### src/hw/rtl/zorder_block_partition_addresser_assert.svh
// Assertion helpers for the Z-order block addresser.
// Each macro expects clk and rst_n to be visible where it is used.
`ifndef ZORDER_BLOCK_PARTITION_ADDRESSER_ASSERT_SVH
`define ZORDER_BLOCK_PARTITION_ADDRESSER_ASSERT_SVH

// Consequent must hold in the same cycle as the antecedent.
`define ZBPA_ASSERT_SAME(label, ante, cons, msg) \
  label: assert property (@(posedge clk) disable iff (!rst_n) (ante) |-> (cons)) \
    else $error(msg);

// Consequent must hold in the cycle after the antecedent.
`define ZBPA_ASSERT_NEXT(label, ante, cons, msg) \
  label: assert property (@(posedge clk) disable iff (!rst_n) (ante) |=> (cons)) \
    else $error(msg);

`endif

### src/hw/rtl/zbpa_pkg.sv
`default_nettype none

package zbpa_pkg;

  localparam int MAX_DIMS     = 4;
  localparam int CLUSTER_BITS = 4;
  localparam int REG_DIMS     = 4;
  localparam int CODE_BITS    = 64;
  localparam int ND_MAX       = (MAX_DIMS < REG_DIMS) ? MAX_DIMS : REG_DIMS;
  localparam int DIM_W        = $clog2(REG_DIMS);
  // 33-bit dividend for the ceiling division, one quotient bit per step.
  localparam int DIV_STEPS    = 33;
  localparam int CNT_W        = 6;

  typedef logic [DIM_W-1:0] dim_idx_t;

  typedef enum logic [2:0] {
    REG_NUM_DIMS      = 3'd0,
    REG_DIM_SIZE_0    = 3'd1,
    REG_DIM_SIZE_1    = 3'd2,
    REG_DIM_SIZE_2    = 3'd3,
    REG_DIM_SIZE_3    = 3'd4,
    REG_TILE_SIDE     = 3'd5,
    REG_ELEMENT_BYTES = 3'd6
  } cfg_reg_t;

  typedef enum logic [4:0] {
    DP_NOP,
    DP_CFG_WRITE,
    DP_DIV_LOAD,
    DP_DIV_STEP,
    DP_DIV_STORE,
    DP_P_INIT,
    DP_P_LO,
    DP_P_LO_USE,
    DP_P_HI,
    DP_P_HI_USE,
    DP_P_FIN,
    DP_LOAD,
    DP_E_MUL,
    DP_E_USE,
    DP_H_LO,
    DP_H_LO_USE,
    DP_H_HI,
    DP_H_HI_USE,
    DP_B_LO,
    DP_B_LO_USE,
    DP_B_HI,
    DP_B_HI_USE,
    DP_OUT_LOAD
  } dp_op_t;

  typedef struct packed {
    dp_op_t   op;
    dim_idx_t dim;
  } dp_cmd_t;

  typedef struct packed {
    logic     item_end;
    dim_idx_t nd_last;
    logic     cfg_idx_ok;
  } dp_status_t;

  typedef struct packed {
    logic        op;
    logic [31:0] in_cluster_id;
    logic [15:0] in_block_id;
  } in_item_t;

  typedef struct packed {
    logic        end_flag;
    logic [31:0] out_cluster_id;
    logic [15:0] out_block_id;
    logic [63:0] byte_offset;
    logic [15:0] extent_0;
    logic [15:0] extent_1;
    logic [15:0] extent_2;
    logic [15:0] extent_3;
    logic        at_boundary;
  } out_item_t;

endpackage

`default_nettype wire

### src/hw/rtl/zbpa_ctrl.sv
`default_nettype none

module zbpa_ctrl import zbpa_pkg::*; (
  input  logic       clk,
  input  logic       rst_n,
  input  logic       in_valid,
  output logic       in_stall,
  output logic       out_valid,
  input  logic       out_stall,
  input  logic       cfg_valid,
  output logic       cfg_ready,
  output dp_cmd_t    cmd,
  input  dp_status_t status
);

  typedef enum logic [4:0] {
    S_IDLE,
    S_RB_DIV_LOAD,
    S_RB_DIV_STEP,
    S_RB_DIV_STORE,
    S_RB_PINIT,
    S_RB_PLO,
    S_RB_PLO_USE,
    S_RB_PHI,
    S_RB_PHI_USE,
    S_RB_FIN,
    S_EMUL,
    S_EUSE,
    S_HLO,
    S_HLO_USE,
    S_HHI,
    S_HHI_USE,
    S_BLO,
    S_BLO_USE,
    S_BHI,
    S_BHI_USE,
    S_OUT
  } state_t;

  state_t            state_r, state_nxt;
  dim_idx_t          dim_r, dim_nxt;
  logic [CNT_W-1:0]  cnt_r, cnt_nxt;
  logic              out_valid_r, out_valid_nxt;

  assign cfg_ready = (state_r == S_IDLE);
  // A configuration write takes priority over an item offered in the same cycle.
  assign in_stall  = (state_r != S_IDLE) || cfg_valid;
  assign out_valid = out_valid_r;

  always_comb begin
    state_nxt     = state_r;
    dim_nxt       = dim_r;
    cnt_nxt       = cnt_r;
    out_valid_nxt = out_valid_r && out_stall;
    cmd.op        = DP_NOP;
    cmd.dim       = dim_r;
    unique case (state_r)
      S_IDLE: begin
        if (cfg_valid) begin
          cmd.op = DP_CFG_WRITE;
          if (status.cfg_idx_ok) begin
            state_nxt = S_RB_DIV_LOAD;
            dim_nxt   = '0;
          end
        end else if (in_valid) begin
          cmd.op  = DP_LOAD;
          dim_nxt = '0;
          state_nxt = status.item_end ? S_OUT : S_EMUL;
        end
      end
      S_RB_DIV_LOAD: begin
        cmd.op    = DP_DIV_LOAD;
        cnt_nxt   = '0;
        state_nxt = S_RB_DIV_STEP;
      end
      S_RB_DIV_STEP: begin
        cmd.op  = DP_DIV_STEP;
        cnt_nxt = cnt_r + 1'b1;
        if (cnt_r == CNT_W'(DIV_STEPS - 1)) begin
          state_nxt = S_RB_DIV_STORE;
        end
      end
      S_RB_DIV_STORE: begin
        cmd.op = DP_DIV_STORE;
        if (dim_r == DIM_W'(REG_DIMS - 1)) begin
          state_nxt = S_RB_PINIT;
          dim_nxt   = '0;
        end else begin
          dim_nxt   = dim_r + 1'b1;
          state_nxt = S_RB_DIV_LOAD;
        end
      end
      S_RB_PINIT: begin
        cmd.op    = DP_P_INIT;
        state_nxt = S_RB_PLO;
      end
      S_RB_PLO: begin
        cmd.op    = DP_P_LO;
        state_nxt = S_RB_PLO_USE;
      end
      S_RB_PLO_USE: begin
        cmd.op    = DP_P_LO_USE;
        state_nxt = S_RB_PHI;
      end
      S_RB_PHI: begin
        cmd.op    = DP_P_HI;
        state_nxt = S_RB_PHI_USE;
      end
      S_RB_PHI_USE: begin
        cmd.op = DP_P_HI_USE;
        if (dim_r == status.nd_last) begin
          state_nxt = S_RB_FIN;
        end else begin
          dim_nxt   = dim_r + 1'b1;
          state_nxt = S_RB_PLO;
        end
      end
      S_RB_FIN: begin
        cmd.op    = DP_P_FIN;
        state_nxt = S_IDLE;
      end
      S_EMUL: begin
        cmd.op    = DP_E_MUL;
        state_nxt = S_EUSE;
      end
      S_EUSE: begin
        cmd.op = DP_E_USE;
        if (dim_r != '0) begin
          state_nxt = S_HLO;
        end else if (status.nd_last == '0) begin
          state_nxt = S_BLO;
        end else begin
          dim_nxt   = dim_r + 1'b1;
          state_nxt = S_EMUL;
        end
      end
      S_HLO: begin
        cmd.op    = DP_H_LO;
        state_nxt = S_HLO_USE;
      end
      S_HLO_USE: begin
        cmd.op    = DP_H_LO_USE;
        state_nxt = S_HHI;
      end
      S_HHI: begin
        cmd.op    = DP_H_HI;
        state_nxt = S_HHI_USE;
      end
      S_HHI_USE: begin
        cmd.op = DP_H_HI_USE;
        if (dim_r == status.nd_last) begin
          state_nxt = S_BLO;
        end else begin
          dim_nxt   = dim_r + 1'b1;
          state_nxt = S_EMUL;
        end
      end
      S_BLO: begin
        cmd.op    = DP_B_LO;
        state_nxt = S_BLO_USE;
      end
      S_BLO_USE: begin
        cmd.op    = DP_B_LO_USE;
        state_nxt = S_BHI;
      end
      S_BHI: begin
        cmd.op    = DP_B_HI;
        state_nxt = S_BHI_USE;
      end
      S_BHI_USE: begin
        cmd.op    = DP_B_HI_USE;
        state_nxt = S_OUT;
      end
      S_OUT: begin
        // The result register is free once its last transaction has gone.
        if (!out_valid_r || !out_stall) begin
          cmd.op        = DP_OUT_LOAD;
          out_valid_nxt = 1'b1;
          state_nxt     = S_IDLE;
        end
      end
      default: state_nxt = S_IDLE;
    endcase
  end

  always_ff @(posedge clk) begin
    if (!rst_n) begin
      state_r     <= S_RB_DIV_LOAD;
      dim_r       <= '0;
      cnt_r       <= '0;
      out_valid_r <= 1'b0;
    end else begin
      state_r     <= state_nxt;
      dim_r       <= dim_nxt;
      cnt_r       <= cnt_nxt;
      out_valid_r <= out_valid_nxt;
    end
  end

endmodule

`default_nettype wire

### config.mk
export PLATFORM = sky130hd
export DESIGN_NAME = zbpa_ctrl
export DESIGN_NICKNAME = d
export VERILOG_FILES = /design/src/hw/rtl/zorder_block_partition_addresser_assert.svh /design/src/hw/rtl/zbpa_pkg.sv /design/src/hw/rtl/zbpa_ctrl.sv
export SDC_FILE = /design/constraint.sdc
export NUM_CORES = 1
export LEC_CHECK = 0
export BUFFER_PORTS_ARGS = -buffer_cell sky130_fd_sc_hd__buf_2
export CAP_MARGIN = 15
export CORE_AREA = 2 2 52 54
export CTS_BUF_LIST = sky130_fd_sc_hd__clkbuf_4 sky130_fd_sc_hd__clkbuf_8
export CTS_CLUSTER_SIZE = 10
export DETAILED_ROUTE_END_ITERATION = 7
export DIE_AREA = 0 0 54 56
export GPL_ROUTABILITY_DRIVEN = 1
export PLACE_DENSITY = 0.74
export SETUP_SLACK_MARGIN = 0.2
export SLEW_MARGIN = 20
export SYNTH_ARGS = -nofsm -noshare
export SYNTH_HDL_FRONTEND = slang
export SYNTH_SLANG_ARGS = --single-unit
### constraint.sdc
create_clock -name clk -period 3.1 [get_ports clk]
set_input_delay 0.155 -clock clk [delete_from_list [all_inputs] [get_ports clk]]
set_output_delay 0.155 -clock clk [all_outputs]
set_load 0.02 [all_outputs]
==> flow_metrics.tcl <==
set metrics [dict create \
    synth_cells 183 \
    synth_compound_area_share_pct 27.0 \
    utilization_pct 56.4 \
    synth_top_area_share_pct 21.9 \
    crit_path_cell_trace "or3_1 > nor4_4 > nand2_1 > o211ai_1 > buf_2" \
    core_um2 2430 \
    grt_pass1_wl_um 4970 \
    synth_area_leaders "dfxtp_1 22%, o21ai_0 7.4%, nor2_1 6.5%" \
    clk_pin_slew_ns 0.08 \
    cts_setup_buffers 0 \
    root_buffer "clkbuf_4" \
    die-area_um2 3020 \
    design_area_um2 1370 \
    cts_max_path_buffers 2 \
    synth_edf_count 0 \
    gp_congestion 0.912 \
    fmax_mhz 441 \
    synth.cell_area_um2 1280 \
    avgSynthCellArea_um2 6.98 \
    rsz0062_at_grt "no" \
    rows 18 \
    ir_drop_mv 0.365 \
    async_flop_share_pct 0 \
    cap_viol_max_count 0 \
    dp_hpwl_um 2170 \
    placed_cell_area_um2 1350 \
    num_vias 1352 \
    crit_buf_inv 1 \
    hold_buffers 0 \
    antenna_found_initial 0 \
    diodes 0 \
    synthXorXnorAreaFrac_pct 2.06 \
    setup_tns_ns 0 \
    h-tree-depth 1 \
    synth_seq_cells 14 \
    hold_violations 0 \
    arrival_ns 2.11 \
    startpoint_type "flip-flop" \
    drt_wl_total_um 3010 \
    slew_violations 0 \
    fin_crit_sh_pct 73.2 \
    ys_types 51 \
    cp.required_ns 2.94 \
    finalPower_mw 0.929 \
    wl_per_cell_um 13.6 \
    period_minus_slack_ns 2.27 \
    fin_cells 222 \
    ioPinCount 19 \
    cp_slowest_cell "or3_1" \
    postRouteAntennaNets 0 \
    status "finished, final reports clean" \
    drtIter0Drc 48 \
    area_growth_pct 7.44 \
    holdWs_ns 0.127 \
    drive_gt1_share_pct 15.1 \
    grt_max_degree 35 \
    drt-pass1-iter-count 4 \
    numCtsBuffers 3 \
    drcViolationCount 0 \
    fp.dieH_um 56 \
    yosysSeqAreaShare_pct 21.9 \
    dp_cells 219 \
    clkSinkCount 14 \
    track_usage_pct 21.6 \
    p_leak_nw 0.543 \
    powerDensity_nw_per_um2 677 \
    tritoncts "built" \
    routed_via_density 6.09 \
    cp_max_fo 22 \
    setup_ws_ns 0.832 \
    gr-total-overflow 0 \
    port_buffers 18 \
    preCtsSetupSlack_ns 1.06 \
    synthFlopType "dfxtp_1" \
    synth_nets 196 \
    maxSlewHeadroom_pct 28.8 \
    grt_pass1_vias 1122 \
    synth_top_family_by_area "simple AND/OR/NAND/NOR gates" \
    fin_nets 207 \
    cts_resized 0 \
    critical_path.top_delay_family "simple AND/OR/NAND/NOR gates" \
    worstMarginPinSlew_ns 1.07 \
    hold_class "in -> reg" \
    yosysTopAreaCell "dfxtp_1" \
    setup_violations 0 \
    yosysWarnings 0 \
    finClkSkew_ns 0.00309 \
    die_width_um 54 \
    start_util_pct 52.5 \
    endpoint_kind "output port" \
    synth-simple-area-share_pct 32.8 \
    yosys.area_share.adder_pct 4.70 \
    slowest_delay_ns 0.58 \
    critical_path_class "reg -> out" \
    synthMuxAreaShare_pct 4.21 \
    n_fill_cell 237 \
    clkLatencyLatePin_ns 0.28 \
]
-- registers in the layout (all words and copies together) (netlist names) --
signal     flops
cnt_r          6
state_r        5
dim_r          2
out_valid      1
-- layout by cell type, fill, tap and decap left out, types with 3 or more instances in the layout --
cell type	n
dfxtp_1	14
nand4_1	3
o22ai_1	5
mux2_2	3
buf_2	18
inv_1	7
nand3_1	5
nor2_1	22
a21oi_1	9
nor2b_1	5
a31oi_1	4
nand2_1	18
clkbuf_4	3
o21ai_0	19
ha_1	4
nor3_1	6
nand4b_1	3
-- kinds of logic after synthesis --
kind of cell / count (synthesis)
AOI/OAI and AO/OA: 55
and+or+nand+nor: 80
buffers and inverters: 21
adders and majority gates: 5
DFF: 14
xor gates and xnor gates: 3
muxes: 5
-- routing by layer --
metal	part of all wire, %	track usage (%)
met3	5.9	5.65
met4	0.86	6.43
met1	48	30.1
met2	45	32.1
met5	0	0
-- cell type report --
| cell class | instances | area [um^2] | area share [%] |
|---|---|---|---|
| timing repair buffer | 19 | 97.6 | 7.11 |
| tap | 30 | 37.5 | 2.73 |
| clock buffer | 3 | 22.5 | 1.64 |
| sequential | 14 | 280 | 20.4 |
| inverter | 8 | 30.0 | 2.19 |
| multi-input combinational | 148 | 905 | 65.9 |
-- worst register-to-register path, cell delays in order (launching register included) --
cell and delay [ns]:
dfxtp_1 1.01, nor2_1 0.15, nand3_1 0.22, o221ai_1 0.19, or2_1 0.28, o21ai_0 0.16
-- where the power goes --
| part | switching [mW] | internal (mW) |
|---|---|---|
| sequential | 0.0979 | 0.203 |
| combinational | 0.309 | 0.218 |
| clock | 0.0551 | 0.0451 |
| total | 0.462 | 0.467 |
-- worst paths after layout --
check                                start    endpoint  slack [ns]  depth (start not counted)
worst min-delay path                 rst_n  state_r[0]        0.13                          2
worst min register to register    cnt_r[3]    cnt_r[3]        0.53                          2
worst max register to register  state_r[4]  state_r[4]        1.02                          5
worst max-delay path            state_r[3]      cmd[3]        0.83                          5
-- cell usage after synthesis, types with 2 or more instances --
cell type / instances
ha_1: 4
nand4b_1: 3
buf_2: 8
nand4_1: 3
nand2_1: 18
and3_1: 2
xnor2_1: 2
a21oi_1: 9
nor4_1: 2
nor3_1: 6
o21ai_0: 19
and2_1: 2
or3_1: 2
nand3_1: 5
mux2i_1: 2
o22ai_1: 5
nor2_1: 22
o21bai_1: 2
a2bb2oi_1: 2
a31oi_1: 4
a21boi_0: 2
nor2b_1: 5
clkbuf_1: 2
mux2_2: 3
nand2b_1: 2
nand3b_1: 2
inv_1: 7
dfxtp_1: 14
buf_1: 2
Note: power is estimated with default switching activity, not from simulation.
